### src/hdl/drc_pkg.sv
package drc_pkg;

   localparam int TABLE_DEPTH = 64;
   localparam int IDX_W = (TABLE_DEPTH > 1) ? $clog2(TABLE_DEPTH) : 1;
   // count runs 0..TABLE_DEPTH
   localparam int CNT_W = IDX_W + 1;

   localparam int CSR_IDX_W  = 1;
   localparam int CSR_DATA_W = 13;
   localparam logic [CSR_IDX_W-1:0] CSR_SCREEN_WIDTH  = 1'd0;
   localparam logic [CSR_IDX_W-1:0] CSR_SCREEN_HEIGHT = 1'd1;

   localparam logic CMD_ADD   = 1'b0;
   localparam logic CMD_FLUSH = 1'b1;

   localparam logic [CSR_DATA_W-1:0] SCREEN_WIDTH_RST  = 13'd1280;
   localparam logic [CSR_DATA_W-1:0] SCREEN_HEIGHT_RST = 13'd720;

   // one table entry: signed origin, unsigned size
   typedef struct packed {
      logic signed [14:0] x;
      logic signed [14:0] y;
      logic [15:0]        w;
      logic [15:0]        h;
   } drc_entry_type;

   localparam int ENTRY_W = $bits(drc_entry_type);

   typedef struct packed {
      logic             latch_req;
      logic             ram_we;
      logic             wr_sel_merge;  // 1: merged box, 0: new request rect
      logic [IDX_W-1:0] wr_addr;
      logic [IDX_W-1:0] rd_addr;
      logic             out_load;
      logic             out_last;
   } drc_cmd_type;

   typedef struct packed {
      logic req_cmd;
      logic req_size_ok;
      logic hit;
      logic out_free;
   } drc_stat_type;

endpackage

### src/hdl/drc_req_if.sv
interface drc_req_if;
   logic               valid;
   logic               ready;
   logic               command;
   logic signed [14:0] in_x;
   logic signed [14:0] in_y;
   logic signed [14:0] in_width;
   logic signed [14:0] in_height;

   modport source (output valid, command, in_x, in_y, in_width, in_height, input ready);
   modport sink   (input valid, command, in_x, in_y, in_width, in_height, output ready);
endinterface

### src/hdl/drc_rsp_if.sv
interface drc_rsp_if;
   logic        valid;
   logic        ready;
   logic [13:0] out_x;
   logic [13:0] out_y;
   logic [12:0] out_width;
   logic [12:0] out_height;
   logic        last_of_run;

   modport source (output valid, out_x, out_y, out_width, out_height, last_of_run,
                   input ready);
   modport sink   (input valid, out_x, out_y, out_width, out_height, last_of_run,
                   output ready);
endinterface

### src/hdl/drc_ram.sv
module drc_ram #(
   parameter int WIDTH = 8,
   parameter int DEPTH = 16
) (
   input  logic                                      clock,
   input  logic                                      wr_en,
   input  logic [((DEPTH > 1) ? $clog2(DEPTH) : 1)-1:0] wr_addr,
   input  logic [WIDTH-1:0]                          wr_data,
   input  logic [((DEPTH > 1) ? $clog2(DEPTH) : 1)-1:0] rd_addr,
   output logic [WIDTH-1:0]                          rd_data
);

   logic [WIDTH-1:0] mem [DEPTH];
   logic [WIDTH-1:0] rd_data_ff;

   always_ff @(posedge clock) begin
      if (wr_en) begin
         mem[wr_addr] <= wr_data;
      end
      rd_data_ff <= mem[rd_addr];
   end

   assign rd_data = rd_data_ff;

endmodule

### src/hdl/drc_ctrl.sv
module drc_ctrl (
   input  logic                  clock,
   input  logic                  reset,
   input  logic                  req_valid,
   output logic                  req_ready,
   input  drc_pkg::drc_stat_type stat,
   output drc_pkg::drc_cmd_type  cmd
);

   typedef enum logic [4:0] {
      ST_IDLE   = 5'b00001,
      ST_APPEND = 5'b00010,
      ST_SCAN   = 5'b00100,
      ST_MERGE0 = 5'b01000,
      ST_FLUSH  = 5'b10000
   } drc_state_type;

   drc_state_type                state_ff, state_in;
   logic [drc_pkg::IDX_W-1:0]    idx_ff, idx_in;
   logic [drc_pkg::CNT_W-1:0]    count_ff, count_in;
   logic                         last;
   logic                         full;
   logic [drc_pkg::IDX_W-1:0]    idx_next;

   assign last     = ((drc_pkg::CNT_W'(idx_ff) + drc_pkg::CNT_W'(1)) == count_ff);
   assign full     = (count_ff == drc_pkg::CNT_W'(drc_pkg::TABLE_DEPTH));
   assign idx_next = idx_ff + drc_pkg::IDX_W'(1);

   always_comb begin
      state_in         = state_ff;
      idx_in           = idx_ff;
      count_in         = count_ff;
      req_ready        = 1'b0;
      cmd.latch_req    = 1'b0;
      cmd.ram_we       = 1'b0;
      cmd.wr_sel_merge = 1'b0;
      cmd.wr_addr      = count_ff[drc_pkg::IDX_W-1:0];
      cmd.rd_addr      = '0;
      cmd.out_load     = 1'b0;
      cmd.out_last     = last;

      unique case (state_ff)
         ST_IDLE: begin
            // address 0 is read all along so entry 0 is ready the cycle after accept
            req_ready = 1'b1;
            idx_in    = '0;
            if (req_valid) begin
               cmd.latch_req = 1'b1;
               if (stat.req_cmd == drc_pkg::CMD_FLUSH) begin
                  if (count_ff != '0) begin
                     state_in = ST_FLUSH;
                  end
               end else if (stat.req_size_ok) begin
                  if (count_ff == '0) begin
                     state_in = ST_APPEND;
                  end else begin
                     state_in = ST_SCAN;
                  end
               end
            end
         end
         ST_APPEND: begin
            cmd.ram_we = 1'b1;
            count_in   = count_ff + drc_pkg::CNT_W'(1);
            state_in   = ST_IDLE;
         end
         ST_SCAN: begin
            cmd.rd_addr = last ? '0 : idx_next;
            if (stat.hit) begin
               cmd.ram_we       = 1'b1;
               cmd.wr_sel_merge = 1'b1;
               cmd.wr_addr      = idx_ff;
               state_in         = ST_IDLE;
            end else if (last) begin
               if (full) begin
                  state_in = ST_MERGE0;
               end else begin
                  cmd.ram_we = 1'b1;
                  count_in   = count_ff + drc_pkg::CNT_W'(1);
                  state_in   = ST_IDLE;
               end
            end else begin
               idx_in = idx_next;
            end
         end
         ST_MERGE0: begin
            cmd.ram_we       = 1'b1;
            cmd.wr_sel_merge = 1'b1;
            cmd.wr_addr      = '0;
            state_in         = ST_IDLE;
         end
         ST_FLUSH: begin
            cmd.rd_addr = idx_ff;
            if (stat.out_free) begin
               cmd.out_load = 1'b1;
               if (last) begin
                  count_in = '0;
                  state_in = ST_IDLE;
               end else begin
                  cmd.rd_addr = idx_next;
                  idx_in      = idx_next;
               end
            end
         end
         default: begin
            state_in = ST_IDLE;
         end
      endcase
   end

   always_ff @(posedge clock) begin
      if (reset) begin
         state_ff <= ST_IDLE;
         idx_ff   <= '0;
         count_ff <= '0;
      end else begin
         state_ff <= state_in;
         idx_ff   <= idx_in;
         count_ff <= count_in;
      end
   end

endmodule

### src/hdl/drc_dp.sv
module drc_dp (
   input  logic                                clock,
   input  logic                                reset,
   input  logic                                req_command,
   input  logic signed [14:0]                  req_x,
   input  logic signed [14:0]                  req_y,
   input  logic signed [14:0]                  req_width,
   input  logic signed [14:0]                  req_height,
   input  logic                                csr_wr_en,
   input  logic [drc_pkg::CSR_IDX_W-1:0]       csr_index,
   input  logic [drc_pkg::CSR_DATA_W-1:0]      csr_wdata,
   input  drc_pkg::drc_cmd_type                cmd,
   output drc_pkg::drc_stat_type               stat,
   drc_rsp_if.source                           rsp_chan
);

   typedef struct packed {
      logic [13:0] pos;
      logic [12:0] len;
   } clip_type;

   function automatic clip_type clip_edge(input logic signed [14:0] pos,
                                          input logic [15:0] len,
                                          input logic [12:0] limit);
      logic signed [18:0] p;
      logic signed [18:0] s;
      logic signed [18:0] lim;
      clip_type           r;
      p   = {{4{pos[14]}}, pos};
      s   = {3'b000, len};
      lim = {6'b000000, limit};
      if (p < 0) begin
         s = s + p;
         p = '0;
      end
      if (p + s > lim) begin
         s = lim - p;
      end
      if (s < 0) begin
         s = '0;
      end
      r.pos = p[13:0];
      r.len = s[12:0];
      return r;
   endfunction

   logic signed [14:0]              rx_ff, ry_ff;
   logic [14:0]                     rw_ff, rh_ff;
   logic [drc_pkg::CSR_DATA_W-1:0]  scr_w_ff, scr_h_ff;

   drc_pkg::drc_entry_type          ent;
   drc_pkg::drc_entry_type          new_ent;
   drc_pkg::drc_entry_type          merged;
   logic [drc_pkg::ENTRY_W-1:0]     rd_data;

   logic signed [17:0] ax1, ay1, ax2, ay2;
   logic signed [17:0] bx1, by1, bx2, by2;
   logic signed [17:0] mx1, my1, mx2, my2;
   logic signed [17:0] mw, mh;

   clip_type  cx, cy;

   logic        rsp_valid_ff;
   logic [13:0] rsp_x_ff, rsp_y_ff;
   logic [12:0] rsp_w_ff, rsp_h_ff;
   logic        rsp_last_ff;

   // request latch
   always_ff @(posedge clock) begin
      if (cmd.latch_req) begin
         rx_ff <= req_x;
         ry_ff <= req_y;
         rw_ff <= req_width;
         rh_ff <= req_height;
      end
   end

   // screen size registers
   always_ff @(posedge clock) begin
      if (reset) begin
         scr_w_ff <= drc_pkg::SCREEN_WIDTH_RST;
         scr_h_ff <= drc_pkg::SCREEN_HEIGHT_RST;
      end else if (csr_wr_en) begin
         unique case (csr_index)
            drc_pkg::CSR_SCREEN_WIDTH:  scr_w_ff <= csr_wdata;
            drc_pkg::CSR_SCREEN_HEIGHT: scr_h_ff <= csr_wdata;
            default: ;
         endcase
      end
   end

   assign stat.req_cmd     = req_command;
   assign stat.req_size_ok = !req_width[14] && (req_width != '0) &&
                             !req_height[14] && (req_height != '0);

   assign ent = drc_pkg::drc_entry_type'(rd_data);

   assign ax1 = {{3{rx_ff[14]}}, rx_ff};
   assign ay1 = {{3{ry_ff[14]}}, ry_ff};
   assign ax2 = ax1 + {3'b000, rw_ff};
   assign ay2 = ay1 + {3'b000, rh_ff};
   assign bx1 = {{3{ent.x[14]}}, ent.x};
   assign by1 = {{3{ent.y[14]}}, ent.y};
   assign bx2 = bx1 + {2'b00, ent.w};
   assign by2 = by1 + {2'b00, ent.h};

   // inclusive edges: touching counts as a hit
   assign stat.hit = (ax1 <= bx2) && (ax2 >= bx1) && (ay1 <= by2) && (ay2 >= by1);

   assign mx1 = (ax1 < bx1) ? ax1 : bx1;
   assign my1 = (ay1 < by1) ? ay1 : by1;
   assign mx2 = (ax2 > bx2) ? ax2 : bx2;
   assign my2 = (ay2 > by2) ? ay2 : by2;
   assign mw  = mx2 - mx1;
   assign mh  = my2 - my1;

   assign merged.x = mx1[14:0];
   assign merged.y = my1[14:0];
   assign merged.w = mw[15:0];
   assign merged.h = mh[15:0];

   assign new_ent.x = rx_ff;
   assign new_ent.y = ry_ff;
   assign new_ent.w = {1'b0, rw_ff};
   assign new_ent.h = {1'b0, rh_ff};

   drc_ram #(
      .WIDTH (drc_pkg::ENTRY_W),
      .DEPTH (drc_pkg::TABLE_DEPTH)
   ) u_table (
      .clock   (clock),
      .wr_en   (cmd.ram_we),
      .wr_addr (cmd.wr_addr),
      .wr_data (cmd.wr_sel_merge ? merged : new_ent),
      .rd_addr (cmd.rd_addr),
      .rd_data (rd_data)
   );

   assign cx = clip_edge(ent.x, ent.w, scr_w_ff);
   assign cy = clip_edge(ent.y, ent.h, scr_h_ff);

   // output register
   assign stat.out_free = !rsp_valid_ff || rsp_chan.ready;

   always_ff @(posedge clock) begin
      if (reset) begin
         rsp_valid_ff <= 1'b0;
      end else if (cmd.out_load) begin
         rsp_valid_ff <= 1'b1;
      end else if (rsp_chan.ready) begin
         rsp_valid_ff <= 1'b0;
      end
   end

   always_ff @(posedge clock) begin
      if (cmd.out_load) begin
         rsp_x_ff    <= cx.pos;
         rsp_y_ff    <= cy.pos;
         rsp_w_ff    <= cx.len;
         rsp_h_ff    <= cy.len;
         rsp_last_ff <= cmd.out_last;
      end
   end

   assign rsp_chan.valid       = rsp_valid_ff;
   assign rsp_chan.out_x       = rsp_x_ff;
   assign rsp_chan.out_y       = rsp_y_ff;
   assign rsp_chan.out_width   = rsp_w_ff;
   assign rsp_chan.out_height  = rsp_h_ff;
   assign rsp_chan.last_of_run = rsp_last_ff;

endmodule

### src/hdl/dirty_rect_coalescer.sv
// Dirty rectangle coalescer. An add request (command 0) with positive width
// and height is compared against the stored rectangles in table order, one
// entry per clock through the table RAM's read port; the first entry it
// overlaps or touches (edges inclusive) grows to the bounding box of both,
// otherwise the rectangle is appended, or merged into entry 0 if all
// TABLE_DEPTH entries are in use. A flush request (command 1) streams every
// stored rectangle out, clipped to screen_width x screen_height, with
// last_of_run on the final one, and empties the table; an empty flush sends
// nothing. A flush sends one result per clock while the sink is ready. The
// table RAM is not cleared after reset; no warm-up time is needed.
module dirty_rect_coalescer (
   input  logic                            clock,
   input  logic                            reset,
   drc_req_if.sink                         req_chan,
   drc_rsp_if.source                       rsp_chan,
   input  logic                            csr_wr_en,
   input  logic [drc_pkg::CSR_IDX_W-1:0]   csr_index,
   input  logic [drc_pkg::CSR_DATA_W-1:0]  csr_wdata
);

   drc_pkg::drc_cmd_type  cmd;
   drc_pkg::drc_stat_type stat;
   logic                  ready;

   // sequencer: scan / append / merge / flush control, table count
   drc_ctrl u_ctrl (
      .clock     (clock),
      .reset     (reset),
      .req_valid (req_chan.valid),
      .req_ready (ready),
      .stat      (stat),
      .cmd       (cmd)
   );

   assign req_chan.ready = ready;

   // datapath: request latch, table RAM, compare/merge, clipping, output register
   drc_dp u_dp (
      .clock       (clock),
      .reset       (reset),
      .req_command (req_chan.command),
      .req_x       (req_chan.in_x),
      .req_y       (req_chan.in_y),
      .req_width   (req_chan.in_width),
      .req_height  (req_chan.in_height),
      .csr_wr_en   (csr_wr_en),
      .csr_index   (csr_index),
      .csr_wdata   (csr_wdata),
      .cmd         (cmd),
      .stat        (stat),
      .rsp_chan    (rsp_chan)
   );

endmodule

### src/flat_wrapper.sv
// flat-port wrapper written by rule: the top's interface ports become plain ports
module dirty_rect_coalescer_flat 
  (clock, reset, csr_wr_en, csr_index, csr_wdata, req_chan_valid, req_chan_command, req_chan_in_x, req_chan_in_y, req_chan_in_width, req_chan_in_height, req_chan_ready, rsp_chan_valid, rsp_chan_out_x, rsp_chan_out_y, rsp_chan_out_width, rsp_chan_out_height, rsp_chan_last_of_run, rsp_chan_ready);
  drc_req_if req_chan_i ();
  drc_rsp_if rsp_chan_i ();
  input  logic clock;
  input  logic reset;
  input  logic csr_wr_en;
  input  logic [drc_pkg::CSR_IDX_W-1:0] csr_index;
  input  logic [drc_pkg::CSR_DATA_W-1:0] csr_wdata;
  input wire logic [$bits(req_chan_i.valid)-1:0] req_chan_valid;
  input wire logic [$bits(req_chan_i.command)-1:0] req_chan_command;
  input wire logic [$bits(req_chan_i.in_x)-1:0] req_chan_in_x;
  input wire logic [$bits(req_chan_i.in_y)-1:0] req_chan_in_y;
  input wire logic [$bits(req_chan_i.in_width)-1:0] req_chan_in_width;
  input wire logic [$bits(req_chan_i.in_height)-1:0] req_chan_in_height;
  output wire logic [$bits(req_chan_i.ready)-1:0] req_chan_ready;
  output wire logic [$bits(rsp_chan_i.valid)-1:0] rsp_chan_valid;
  output wire logic [$bits(rsp_chan_i.out_x)-1:0] rsp_chan_out_x;
  output wire logic [$bits(rsp_chan_i.out_y)-1:0] rsp_chan_out_y;
  output wire logic [$bits(rsp_chan_i.out_width)-1:0] rsp_chan_out_width;
  output wire logic [$bits(rsp_chan_i.out_height)-1:0] rsp_chan_out_height;
  output wire logic [$bits(rsp_chan_i.last_of_run)-1:0] rsp_chan_last_of_run;
  input wire logic [$bits(rsp_chan_i.ready)-1:0] rsp_chan_ready;
  assign req_chan_i.valid = req_chan_valid;
  assign req_chan_i.command = req_chan_command;
  assign req_chan_i.in_x = req_chan_in_x;
  assign req_chan_i.in_y = req_chan_in_y;
  assign req_chan_i.in_width = req_chan_in_width;
  assign req_chan_i.in_height = req_chan_in_height;
  assign req_chan_ready = req_chan_i.ready;
  assign rsp_chan_valid = rsp_chan_i.valid;
  assign rsp_chan_out_x = rsp_chan_i.out_x;
  assign rsp_chan_out_y = rsp_chan_i.out_y;
  assign rsp_chan_out_width = rsp_chan_i.out_width;
  assign rsp_chan_out_height = rsp_chan_i.out_height;
  assign rsp_chan_last_of_run = rsp_chan_i.last_of_run;
  assign rsp_chan_i.ready = rsp_chan_ready;
  dirty_rect_coalescer u_core (.clock(clock), .reset(reset), .req_chan(req_chan_i), .rsp_chan(rsp_chan_i), .csr_wr_en(csr_wr_en), .csr_index(csr_index), .csr_wdata(csr_wdata));
endmodule
### config.mk
export PLATFORM = sky130hd
export DESIGN_NAME = dirty_rect_coalescer_flat
export DESIGN_NICKNAME = d
export VERILOG_FILES = /design/src/hdl/drc_pkg.sv /design/src/hdl/drc_req_if.sv /design/src/hdl/drc_rsp_if.sv /design/src/hdl/drc_ram.sv /design/src/hdl/drc_ctrl.sv /design/src/hdl/drc_dp.sv /design/src/hdl/dirty_rect_coalescer.sv /design/src/flat_wrapper.sv
export SDC_FILE = /design/constraint.sdc
export NUM_CORES = 2
export LEC_CHECK = 0
export BUFFER_PORTS_ARGS = -buffer_cell sky130_fd_sc_hd__buf_2
export CAP_MARGIN = 0
export CORE_AREA = 2 2 649 651
export DETAILED_ROUTE_END_ITERATION = 12
export DIE_AREA = 0 0 651 653
export PLACE_DENSITY_LB_ADDON = 0.12
export SETUP_SLACK_MARGIN = 0.1
export SLEW_MARGIN = 20
export SYNTH_ARGS = -nofsm -noshare
export SYNTH_HDL_FRONTEND = slang
export SYNTH_HIERARCHICAL = 1
export SYNTH_SLANG_ARGS = --single-unit
### constraint.sdc
create_clock -name clock -period 14.4 [get_ports clock]
set_clock_uncertainty 0.2 [all_clocks]
set_input_delay 0.72 -clock clock [delete_from_list [all_inputs] [get_ports clock]]
set_output_delay 0.72 -clock clock [all_outputs]
set_load 0.01 [all_outputs]
==> results.txt <==
Compound-Gate Fraction of Synth Area = 0.0516
Leakage = 60.7 nW
I/O pin count = 137
DRC violation count after routing = 0
#FFs+latches synth = 4190
Antenna violations before repair = 55
Max_cap viols = 0
Final instance area = 0.195 sq mm
Slowest cell on crit path = nor2_4
Net count after synthesis = 9302
Final hold violation count = 0
Fill count = 35.1k
Worst-Skew Late Latency = 1010 ps
EDFF count, synth = 4083
Most common cell after layout, fill and taps aside = edfxtp_1
Fmax = 0.101 GHz
Maximum clock path buffer count = 4
Fin crit period = 9920 ps
Die area = 0.425 sq mm
Seq/Total Area, Yosys = 0.731
CP dominant cell by count = nor2_1
Reg-to-Reg End = u_core/u_dp/u_table/mem[47][0]
Synth unique cells = 105
WHS Path Cells = 4
Hold path start = csr_wr_en
Starting Density = 0.408
Most frequently used flop master after synthesis = edfxtp_1
1st-pass router iterations = 7
WP depth = 30
Dpl cell area = 0.180 sq mm
Nets = 9827
Detailed-route wire length = 542000 microns
CTS HTree Levels = 5
Buf/Inv on CP = 6
Synth Area in Simple Gates = 0.0310
GRT Total Usage = 0.251
Critical Path Fanout Max = 50
Worst setup EP type = register
Total power draw = 31.1 mW
Period utilisation layout = 0.689
Worst endpoint required time = 14810 ps
Sink Count = 4190
Relative slew slack = 0.151
Final setup fails = 0
FF-to-FF path depth = 30
Arrival @ worst endpoint = 10330 ps
Fin Setup TNS = 0 ps
Port Buf Inserts = 136
RSZ-0062 raised after global routing = no
Die X = 651 microns
R2r setup slk = 4480 ps
Ys async rst share = 0
Worst hold-check path type = input pin to register
R2R Path Start = u_core/u_dp/u_table/rd_data[47]
Slew Viols, Final = 0
VDD IR max = 0.126 mV
First-pass GRT wire length = 747000 microns
Yosys warns = 6
CTS tree = built
Largest family of logic cells by synthesized area = multiplexers
Largest net degree at the start of global routing = 103
GPL Wtd Cong = 0.880
Wire length per cell = 35.3 microns
Vias = 93.1k
Hold_buf cts = 78
Number of global-route vias before repair = 91.4k
Cell Pwr Density = 160 mW/mm^2
Syn avg cell area = 19.2 sq um
Site Rows = 238
Status = complete, no violations
Share of layout cells above drive strength 1 = 0.233
Clk slew on worst S/H paths = 60 ps
Die Y = 653 microns
Clock root buffer master = clkbuf_16
Crit-path leading delay family = simple AND/OR/NAND/NOR gates
Post-CTS Setup Repair Bufs = 0
CP peak stage delay = 1110 ps
Min Hold Slack = 104 ps
Tightest Pin Transition = 1260 ps
Num CTS Buffers = 442
Post-Synth XOR/XNOR Area = 0.00629
Post-Synth Adder-Cell Area = 0.0236
Mux contribution to synthesized area = 0.139
Synth Instances = 8911
Post-DP HPWL = 337000 microns
Via density = 6.06
Post_cts resized = 0
Netlist Area Pre-Place = 0.171 sq mm
GR Overflow Total = 0
Critical path class = register to register
Initial DRC Count = 11.9k
Commonest non-fill, non-tap cells in the layout = edfxtp_1, mux4_2, clkbuf_16
Synthesis-to-finish area growth = 14.2%
Core area = 0.418 sq mm
CP Launch Type = register
Antenna-violating nets left = 0
Worst Hold End = u_core/u_dp/scr_w_ff[7]
## registers in the layout, summed over array words and instances, names as in the netlist, 7 cells and up
register,cells
u_core/u_dp/ry_ff,15
u_core/u_dp/u_table/rd_data,62
u_core/u_dp/scr_w_ff,13
u_core/u_dp/rw_ff,15
u_core/u_dp/rsp_chan.out_y,14
u_core/u_dp/rh_ff,15
u_core/u_dp/rsp_chan.out_x,14
u_core/u_dp/rsp_chan.out_width,13
u_core/u_dp/u_table/mem,3968
u_core/u_dp/scr_h_ff,13
u_core/u_dp/rx_ff,15
u_core/u_dp/rsp_chan.out_height,13
u_core/u_ctrl/count_ff,7
## worst max-delay path by stage
stage                                          startpoint  slack, ps                         endpoint
final                     u_core/u_dp/u_table/rd_data[47]       4480   u_core/u_dp/u_table/mem[47][0]
after global placement    u_core/u_dp/u_table/rd_data[47]       4380  u_core/u_dp/u_table/mem[47][16]
after global routing      u_core/u_dp/u_table/rd_data[47]       3910   u_core/u_dp/u_table/mem[6][50]
after floorplan                      u_core/u_dp/ry_ff[4]       2610   u_core/u_dp/u_table/mem[0][12]
after CTS                 u_core/u_dp/u_table/rd_data[47]       4150  u_core/u_dp/u_table/mem[47][47]
after detailed placement  u_core/u_dp/u_table/rd_data[47]       4200  u_core/u_dp/u_table/mem[47][16]
## through the flow
stage                     worst slack, ps  std cells   util
after floorplan                      2610       8911      -
after global placement               4380      14400  0.430
after detailed placement             4200      14400  0.430
after CTS                            4150      15300  0.465
after global routing                 3910      15300  0.466
final                                4480      15400  0.466
## area by class of cell
class                   instances  area, sq um  share of cell area
diodes                         38         95.1            0.000488
clock buffers                 551        11700              0.0602
clock inverters               266         2300              0.0118
inverters                     198          748             0.00384
multi-input cells            4074        44300               0.227
flip-flops and latches       4190       125000               0.640
well taps                    5520         6910              0.0354
repair buffers                530         4010              0.0206
## worst min-delay path: stages
cell and delay [ps]:
buf_2 100, nand2b_1 220, nand2_1 140, a21oi_1 60
## cell families (layout without fill, tap and decap cells)
logic type | count (synthesis) | in the layout
other | 0 | 38
buffers and inverters | 647 | 1545
AO/OA/AOI/OAI | 1296 | 1296
multiplexers | 1275 | 1275
XOR/XNOR | 121 | 121
flip-flops | 4190 | 4190
adder cells (fa/ha/maj) | 317 | 317
AND/OR/NAND/NOR | 1065 | 1065
## synthesized netlist by cell type, types with 12 or more instances
master | instances | area, sq um
a211oi_1 | 48 | 360
a21boi_0 | 17 | 128
a21o_1 | 66 | 495
a21oi_1 | 196 | 981
a221oi_1 | 36 | 315
a22o_1 | 32 | 280
a22oi_1 | 98 | 736
a2bb2oi_1 | 16 | 140
a311oi_1 | 18 | 158
a31oi_1 | 27 | 169
and2_1 | 12 | 75.1
and3_1 | 32 | 200
buf_1 | 18 | 67.6
buf_2 | 145 | 726
buf_4 | 77 | 578
buf_6 | 25 | 282
clkbuf_1 | 182 | 683
dfxtp_1 | 107 | 2140
edfxtp_1 | 4083 | 123000
ha_1 | 301 | 3770
inv_1 | 197 | 739
mux2_2 | 128 | 1440
mux2i_1 | 283 | 2830
mux4_2 | 855 | 19300
nand2_1 | 248 | 931
nand2b_1 | 40 | 250
nand3_1 | 111 | 556
nand3b_1 | 15 | 113
nand4_1 | 35 | 219
nor2_1 | 260 | 976
nor2b_1 | 100 | 626
nor3_1 | 87 | 435
nor4_1 | 50 | 313
o21a_1 | 35 | 263
o21ai_0 | 201 | 1010
o21ai_1 | 20 | 100
o21bai_1 | 13 | 97.6
o221ai_1 | 67 | 587
o22a_1 | 20 | 175
o22ai_1 | 246 | 1540
o31ai_1 | 23 | 173
o32ai_1 | 13 | 114
or3_1 | 14 | 87.6
xnor2_1 | 84 | 736
xor2_1 | 36 | 315
## routing by layer
metal,track usage,up-vias,wire length (microns)
li1,-,38000,-
met1,0.363,50200,230000
met2,0.399,4094,254000
met3,0.0384,715,43000
met4,0.0633,26,14900
met5,0,-,171
## power by group
group / internal, mW / switching (mW)
registers: 14.3 / 0.123
clock network: 6.34 / 4.80
logic: 1.80 / 3.72
No activity file was read; power rests on OpenSTA's default activity.
